**src/prpic_pkg.sv**
```systemverilog
// Shared constants and types for the period-to-rpm integral PWM controller.
package prpic_pkg;

    localparam int PERIOD_W = 8;
    localparam int RPM_W    = 14;
    localparam int DUTY_W   = 8;
    localparam int STEP_W   = 4;

    // serial divider: one quotient bit per cycle
    localparam int DIV_STEPS = RPM_W;

    localparam logic [RPM_W-1:0]    SPEED_NUM    = 14'd14000;
    localparam logic [PERIOD_W-1:0] GAIN_DIV     = 8'd30;
    localparam logic [DUTY_W-1:0]   DUTY_MAX     = 8'd250;
    localparam logic [DUTY_W-1:0]   DUTY_MIN     = 8'd10;
    localparam logic [DUTY_W-1:0]   DUTY_RESET   = 8'd40;
    localparam logic [RPM_W-1:0]    TARGET_RESET = 14'd750;
    localparam logic [STEP_W-1:0]   STEP_LAST    = STEP_W'(DIV_STEPS - 1);

    // request to the shared serial divider
    typedef struct packed {
        logic                start;
        logic [RPM_W-1:0]    dividend;
        logic [PERIOD_W-1:0] divisor;
    } div_req_t;

    // duty update command
    typedef struct packed {
        logic             update;
        logic             negative;
        logic [RPM_W-1:0] magnitude;
    } duty_cmd_t;

endpackage

```
**src/period_rpm_integral_pwm_ctrl.sv**
```systemverilog
// Per item: two 14-step serial divisions (speed, then error / 30), then the duty update.
// One item at a time: the single bit-serial divider is used twice per item.
// A new item is taken while the previous result still waits in the output register.
// Reset (synchronous, active low): duty level 40, target 750 rpm, no result pending.
// The configuration port is always ready.
module period_rpm_integral_pwm_ctrl
    import prpic_pkg::*;
(
    input  logic                aclk,
    input  logic                aresetn,
    input  logic                cfg_valid,
    output logic                cfg_ready,
    input  logic [RPM_W-1:0]    cfg_data,
    input  logic                s_valid,
    output logic                s_ready,
    input  logic [PERIOD_W-1:0] s_period_ticks,
    output logic                m_valid,
    input  logic                m_ready,
    output logic [DUTY_W-1:0]   m_duty,
    output logic [RPM_W-1:0]    m_measured_rpm
);

    localparam logic [1:0] ST_IDLE  = 2'd0;
    localparam logic [1:0] ST_SPEED = 2'd1;
    localparam logic [1:0] ST_GAIN  = 2'd2;
    localparam logic [1:0] ST_UPD   = 2'd3;

    logic [1:0]          state_reg, state_next;
    logic [RPM_W-1:0]    target_reg;
    logic [RPM_W-1:0]    speed_reg, speed_next;
    logic                neg_reg, neg_next;
    logic [RPM_W-1:0]    step_reg, step_next;
    logic                m_valid_reg, m_valid_next;
    logic [DUTY_W-1:0]   m_duty_reg;
    logic [RPM_W-1:0]    m_rpm_reg;
    logic                accept;
    logic                out_free;
    logic                div_done;
    logic [RPM_W-1:0]    div_quo;
    logic [RPM_W:0]      err_pos;
    logic [RPM_W:0]      err_neg;
    logic [PERIOD_W-1:0] period_safe;
    logic [DUTY_W-1:0]   duty_new;
    logic [DUTY_W-1:0]   duty_cur;
    div_req_t            div_req;
    duty_cmd_t           duty_cmd;

    assign cfg_ready = 1'b1;
    assign s_ready   = (state_reg == ST_IDLE);
    assign accept    = s_valid && s_ready;
    assign out_free  = !m_valid_reg || m_ready;

    // zero period counts as one tick
    assign period_safe = (s_period_ticks == '0) ? PERIOD_W'(1) : s_period_ticks;

    // speed error both ways; pick the non-negative one
    assign err_pos = {1'b0, target_reg} - {1'b0, div_quo};
    assign err_neg = {1'b0, div_quo} - {1'b0, target_reg};

    always_comb begin
        state_next   = state_reg;
        speed_next   = speed_reg;
        neg_next     = neg_reg;
        step_next    = step_reg;
        m_valid_next = m_valid_reg;
        div_req      = '0;
        duty_cmd     = '0;
        if (m_valid_reg && m_ready) begin
            m_valid_next = 1'b0;
        end
        case (state_reg)
            ST_IDLE: begin
                // start speed division on an accepted item
                if (accept) begin
                    div_req.start    = 1'b1;
                    div_req.dividend = SPEED_NUM;
                    div_req.divisor  = period_safe;
                    state_next       = ST_SPEED;
                end
            end
            ST_SPEED: begin
                // hold speed, start error / 30 on magnitude
                if (div_done) begin
                    speed_next    = div_quo;
                    neg_next      = err_pos[RPM_W];
                    div_req.start = 1'b1;
                    div_req.divisor = GAIN_DIV;
                    if (err_pos[RPM_W]) begin
                        div_req.dividend = err_neg[RPM_W-1:0];
                    end else begin
                        div_req.dividend = err_pos[RPM_W-1:0];
                    end
                    state_next = ST_GAIN;
                end
            end
            ST_GAIN: begin
                if (div_done) begin
                    step_next  = div_quo;
                    state_next = ST_UPD;
                end
            end
            ST_UPD: begin
                // commit duty once the output register is free
                if (out_free) begin
                    duty_cmd.update    = 1'b1;
                    duty_cmd.negative  = neg_reg;
                    duty_cmd.magnitude = step_reg;
                    m_valid_next       = 1'b1;
                    state_next         = ST_IDLE;
                end
            end
            default: begin
                state_next = ST_IDLE;
            end
        endcase
    end

    always_ff @(posedge aclk) begin
        if (!aresetn) begin
            state_reg   <= ST_IDLE;
            m_valid_reg <= 1'b0;
            target_reg  <= TARGET_RESET;
        end else begin
            state_reg   <= state_next;
            m_valid_reg <= m_valid_next;
            if (cfg_valid) begin
                target_reg <= cfg_data;
            end
        end
        speed_reg <= speed_next;
        neg_reg   <= neg_next;
        step_reg  <= step_next;
        if (duty_cmd.update) begin
            m_duty_reg <= duty_new;
            m_rpm_reg  <= speed_reg;
        end
    end

    prpic_div u_div (
        .aclk     (aclk),
        .aresetn  (aresetn),
        .req      (div_req),
        .done     (div_done),
        .quotient (div_quo)
    );

    prpic_duty u_duty (
        .aclk          (aclk),
        .aresetn       (aresetn),
        .cmd           (duty_cmd),
        .duty_next_val (duty_new),
        .duty          (duty_cur)
    );

    assign m_valid        = m_valid_reg;
    assign m_duty         = (duty_cur == m_duty_reg) ? duty_cur : m_duty_reg;
    assign m_measured_rpm = m_rpm_reg;

endmodule

```
**src/prpic_div.sv**
```systemverilog
// Restoring bit-serial divider, one quotient bit per cycle.
module prpic_div
    import prpic_pkg::*;
(
    input  logic             aclk,
    input  logic             aresetn,
    input  div_req_t         req,
    output logic             done,
    output logic [RPM_W-1:0] quotient
);

    logic                busy_reg, busy_next;
    logic                done_reg, done_next;
    logic [STEP_W-1:0]   cnt_reg, cnt_next;
    logic [PERIOD_W-1:0] rem_reg, rem_next;
    logic [RPM_W-1:0]    quo_reg, quo_next;
    logic [PERIOD_W-1:0] dvs_reg, dvs_next;
    logic [PERIOD_W:0]   shifted;
    logic [PERIOD_W+1:0] diff;

    // trial subtract of the divisor from the shifted partial remainder
    assign shifted = {rem_reg, quo_reg[RPM_W-1]};
    assign diff    = {1'b0, shifted} - {2'b00, dvs_reg};

    always_comb begin
        busy_next = busy_reg;
        done_next = 1'b0;
        cnt_next  = cnt_reg;
        rem_next  = rem_reg;
        quo_next  = quo_reg;
        dvs_next  = dvs_reg;
        if (req.start) begin
            // load a new division
            busy_next = 1'b1;
            cnt_next  = '0;
            rem_next  = '0;
            quo_next  = req.dividend;
            dvs_next  = req.divisor;
        end else if (busy_reg) begin
            // advance one quotient bit
            if (!diff[PERIOD_W+1]) begin
                rem_next = diff[PERIOD_W-1:0];
                quo_next = {quo_reg[RPM_W-2:0], 1'b1};
            end else begin
                rem_next = shifted[PERIOD_W-1:0];
                quo_next = {quo_reg[RPM_W-2:0], 1'b0};
            end
            cnt_next = cnt_reg + 1'b1;
            if (cnt_reg == STEP_LAST) begin
                busy_next = 1'b0;
                done_next = 1'b1;
            end
        end
    end

    always_ff @(posedge aclk) begin
        if (!aresetn) begin
            busy_reg <= 1'b0;
            done_reg <= 1'b0;
            cnt_reg  <= '0;
        end else begin
            busy_reg <= busy_next;
            done_reg <= done_next;
            cnt_reg  <= cnt_next;
        end
        rem_reg <= rem_next;
        quo_reg <= quo_next;
        dvs_reg <= dvs_next;
    end

    assign done     = done_reg;
    assign quotient = quo_reg;

endmodule

```
**src/prpic_duty.sv**
```systemverilog
// Kept PWM duty level with integral update and saturation to 10..250.
module prpic_duty
    import prpic_pkg::*;
(
    input  logic              aclk,
    input  logic              aresetn,
    input  duty_cmd_t         cmd,
    output logic [DUTY_W-1:0] duty_next_val,
    output logic [DUTY_W-1:0] duty
);

    logic [DUTY_W-1:0] duty_reg, duty_next;
    logic signed [RPM_W+1:0] sum;

    // add or subtract the step, then saturate
    always_comb begin
        if (cmd.negative) begin
            sum = $signed({{(RPM_W-DUTY_W+2){1'b0}}, duty_reg})
                - $signed({2'b00, cmd.magnitude});
        end else begin
            sum = $signed({{(RPM_W-DUTY_W+2){1'b0}}, duty_reg})
                + $signed({2'b00, cmd.magnitude});
        end
        if (sum > $signed({{(RPM_W-DUTY_W+2){1'b0}}, DUTY_MAX})) begin
            duty_next = DUTY_MAX;
        end else if (sum < $signed({{(RPM_W-DUTY_W+2){1'b0}}, DUTY_MIN})) begin
            duty_next = DUTY_MIN;
        end else begin
            duty_next = sum[DUTY_W-1:0];
        end
    end

    always_ff @(posedge aclk) begin
        if (!aresetn) begin
            duty_reg <= DUTY_RESET;
        end else if (cmd.update) begin
            duty_reg <= duty_next;
        end
    end

    assign duty_next_val = duty_next;
    assign duty          = duty_reg;

endmodule

```
**config.mk**
```make
export PLATFORM = sky130hd
export DESIGN_NAME = period_rpm_integral_pwm_ctrl
export DESIGN_NICKNAME = d
export VERILOG_FILES = /design/src/prpic_pkg.sv /design/src/period_rpm_integral_pwm_ctrl.sv /design/src/prpic_div.sv /design/src/prpic_duty.sv
export SDC_FILE = /design/constraint.sdc
export NUM_CORES = 1
export LEC_CHECK = 0
export ABC_AREA = 1
export BUFFER_PORTS_ARGS = -buffer_cell sky130_fd_sc_hd__buf_4
export CELL_PAD_IN_SITES_DETAIL_PLACEMENT = 1
export CELL_PAD_IN_SITES_GLOBAL_PLACEMENT = 1
export CORE_UTILIZATION = 49
export CTS_CLUSTER_DIAMETER = 120
export CTS_CLUSTER_SIZE = 25
export DETAILED_ROUTE_END_ITERATION = 6
export GPL_ROUTABILITY_DRIVEN = 0
export PLACE_DENSITY = 0.83
export SLEW_MARGIN = 20
export SYNTH_ARGS = -nofsm -noshare
export SYNTH_HDL_FRONTEND = slang
export SYNTH_SLANG_ARGS = --single-unit
```
**constraint.sdc**
```tcl
create_clock -name aclk -period 8 [get_ports aclk]
set_input_delay 1.2 -clock aclk [delete_from_list [all_inputs] [get_ports aclk]]
set_output_delay 1.2 -clock aclk [all_outputs]
set_load 0.05 [all_outputs]
```
==> flow_summary.toml <==
[timing]
post-route-period-util_pct = 53.63
setup_viol = 0
tightest_slew_ns = 0.8355
final-hold-violation-count = 0
min_period_ns = 4.291
tns_ns = 0
clock_skew_ns = 0.008780
slew_headroom_pct = 43.95
rsz0062_at_grt = "no"
holdWs_ns = 0.4211
fmax_mhz = 233.1
slew_violations = 0

[power_and_ir_drop]
pwr_density_cell_nw_per_um2 = 326.5
power.leakage_nw = 3.779
ir_worst_vdd_uv = 141.4

[clock_tree]
cts.repair.resized = 0
post-cts-setup-buffers = 0
htree_levels = 3
clk_latency_ns = 0.36
numCtsBuffers = 9
clockBufferDepth = 2
clock-root-buffer = "clkbuf_16"
cts.clk_slew.worst_paths_ns = 0.07
clkSinkCount = 112
cts_tree = "done"
cts_hold_buf = 0

[detailed_routing]
drt-total-wl_mm = 20.95
first_pass_iters = 4
avgRoutedWirePerCell_um = 18.64
drt-initial-drc-count = 364
via_per_inst = 5.625
drc = 0
postRouteAntennaNets = 0
vias = 6322

[synth]
synth_cell_type_count = 46
synthCells = 905
synth_top_area_share_pct = 30.77
synth_seq_cells = 112
syn-num-nets = 994
synth_top_cell_by_area = "edfxtp_1"
synth_area_um2 = 7124
yosysWarnings = 0
netlist_top_cells_area = "edfxtp_1 (31%), nand2_1 (11%), dfxtp_1 (11%)"
avgSynthCellArea_um2 = 7.872
ys_seq_area_share_pct = 41.73

[floorplanning]
die_w_um = 122.6
die_y_um = 122.6
io_pins = 52
start_util_pct = 50.74
core_area_um2 = 14040
rows = 43
die-area_um2 = 15030

[worst_hold_path]
hold_class = "reg2reg"
hold_depth = 0

[critical_path]
slowest_delay_ns = 0.51
worst_path_max_delay_cell = "fa_1"
timing_worst_setup_path_type = "reg2reg"
cp.arrival_ns = 4.41
worstPathRequired_ns = 8.12
start_kind = "flip-flop"
r2r_cells = 18
cpMostUsedCell = "nand2_1"
path_cells = "ha_1 -> inv_2 -> a21oi_4 -> buf_4 -> nand2_1 -> fa_1 -> o21ai_1 -> nand2_1 -> o21ai_2 -> nand2_1 -> nand2_1 -> nand3_1 -> nor2_1 -> nand3b_1 -> o21ai_1 -> nand2_2 -> nand2_1 -> inv_1"
cp-end-kind = "flip-flop"
cp_max_fo = 43

[global_routing]
grt_pass1_wl_mm = 33.73
grtUsageTotal_pct = 29.70
antenna_found_initial = 0
first_global_vias = 6793
grt_max_degree = 44
grt_overflow = 0

[cells_and_area]
area_growth_pct = 10.99
fin_nets = 1028
drive_gt1_share_pct = 9.428
antennaDiodeCount = 0

[run]
max-cap-violations = 0

[place]
port_buffers = 50
dp_hpwl_mm = 15.72

[status]
outcome = "complete, no violations"
stage by stage:
step | power [mW] | utilization (%) | instances | cell area [um2] | setup WS [ns]
2_1_floorplan | 1.737 | - | 905 | 7124 | 3.360
3_3_place_gp | 2.001 | 54.13 | 1108 | 7601 | 3.488
3_5_place_dp | 2.084 | 54.13 | 1108 | 7601 | 3.426
4_1_cts | 2.576 | 56.31 | 1124 | 7908 | 3.684
5_1_grt | 2.751 | 56.31 | 1124 | 7908 | 3.320
6_report | 2.582 | 56.31 | 1124 | 7908 | 3.709
routing by layer:
| metal | up-vias | wire length (um) | GRT usage [%] |
|---|---|---|---|
| li1 | 3020 | - | - |
| met1 | 3090 | 8615 | 35.23 |
| met2 | 161 | 10720 | 52.14 |
| met3 | 51 | 899 | 4.833 |
| met4 | 0 | 714 | 14.10 |
| met5 | - | 0 | 0 |
worst paths after layout:
kind / start / slack [ns] / end
setup / recovery: state_reg[0] / 3.71 / m_duty_reg[2]
hold / removal: speed_reg[2] / 0.42 / m_measured_rpm[2]
setup reg to reg: state_reg[0] / 3.71 / m_duty_reg[2]
hold reg to reg: speed_reg[2] / 0.42 / m_measured_rpm[2]
logic make-up (layout without fill, tap and decap cells):
family / Yosys count / in the layout / synth area share [%]
buffers and inverters: 175 / 214 / 9.747
adder cells (fa/ha/maj): 62 / 62 / 11.42
AO/OA/AOI/OAI: 162 / 162 / 12.79
other: 1 / 1 / 0.05264
XOR/XNOR: 19 / 19 / 2.336
AND/OR/NAND/NOR: 374 / 374 / 21.94
flip-flops: 112 / 112 / 41.73
synthesized netlist by cell type (all sizes together):
master / number
or2: 2
nand3b: 3
and2: 1
a21boi: 1
xor2: 14
clkinv: 2
a211oi: 3
o21ai: 68
o221ai: 2
a31oi: 2
o22ai: 7
o21bai: 4
inv: 144
ha: 57
clkbuf: 18
nor3b: 1
a22oi: 4
dfxtp: 39
a21oi: 59
nand2: 218
nor2: 76
a21o: 4
fa: 5
a41oi: 1
conb: 1
edfxtp: 73
buf: 11
xnor2: 5
o211ai: 6
a221oi: 1
nand4: 8
nor4: 2
nand3: 57
nor3: 6
worst max-delay path, delay by kind of cell, from the launching register on:
family | cells | cell delay, ns
AND/OR/NAND/NOR | 9 | 1.24
buffers and inverters | 3 | 0.61
flip-flops | 1 | 0.37
adder cells (fa/ha/maj) | 2 | 0.99
AO/OA/AOI/OAI | 4 | 0.78
where the power goes:
group          leakage, nW  internal [mW]  switching (mW)  total [mW]
sequential           0.993          0.766          0.0959       0.862
combinational         2.64          0.396           0.855        1.25
clock                0.150          0.253           0.216       0.469
layout by cell type, fill, tap and decap left out, drive strengths merged, types with 2 or more instances in the layout:
master,count
nand4,8
clkbuf,10
or2,2
inv,145
dfxtp,39
buf,52
clkinv,5
nor2,76
a31oi,2
nand3b,3
a211oi,3
o211ai,6
xor2,14
fa,5
a22oi,4
o21bai,4
edfxtp,73
a21o,4
nand3,57
nand2,218
o22ai,7
o21ai,68
nor3,6
a21oi,59
xnor2,5
o221ai,2
nor4,2
ha,57
area by class of cell:
type	instances	area, um2
Sequential cell	112	2973
Clock inverter	6	67.56
Fill cell	1741	6135
Inverter	146	548.0
Timing Repair Buffer	52	390.4
Clock buffer	10	239.0
Tap cell	180	225.2
Multi-Input combinational cell	618	3465
No activity file was read; power rests on OpenSTA's default activity.
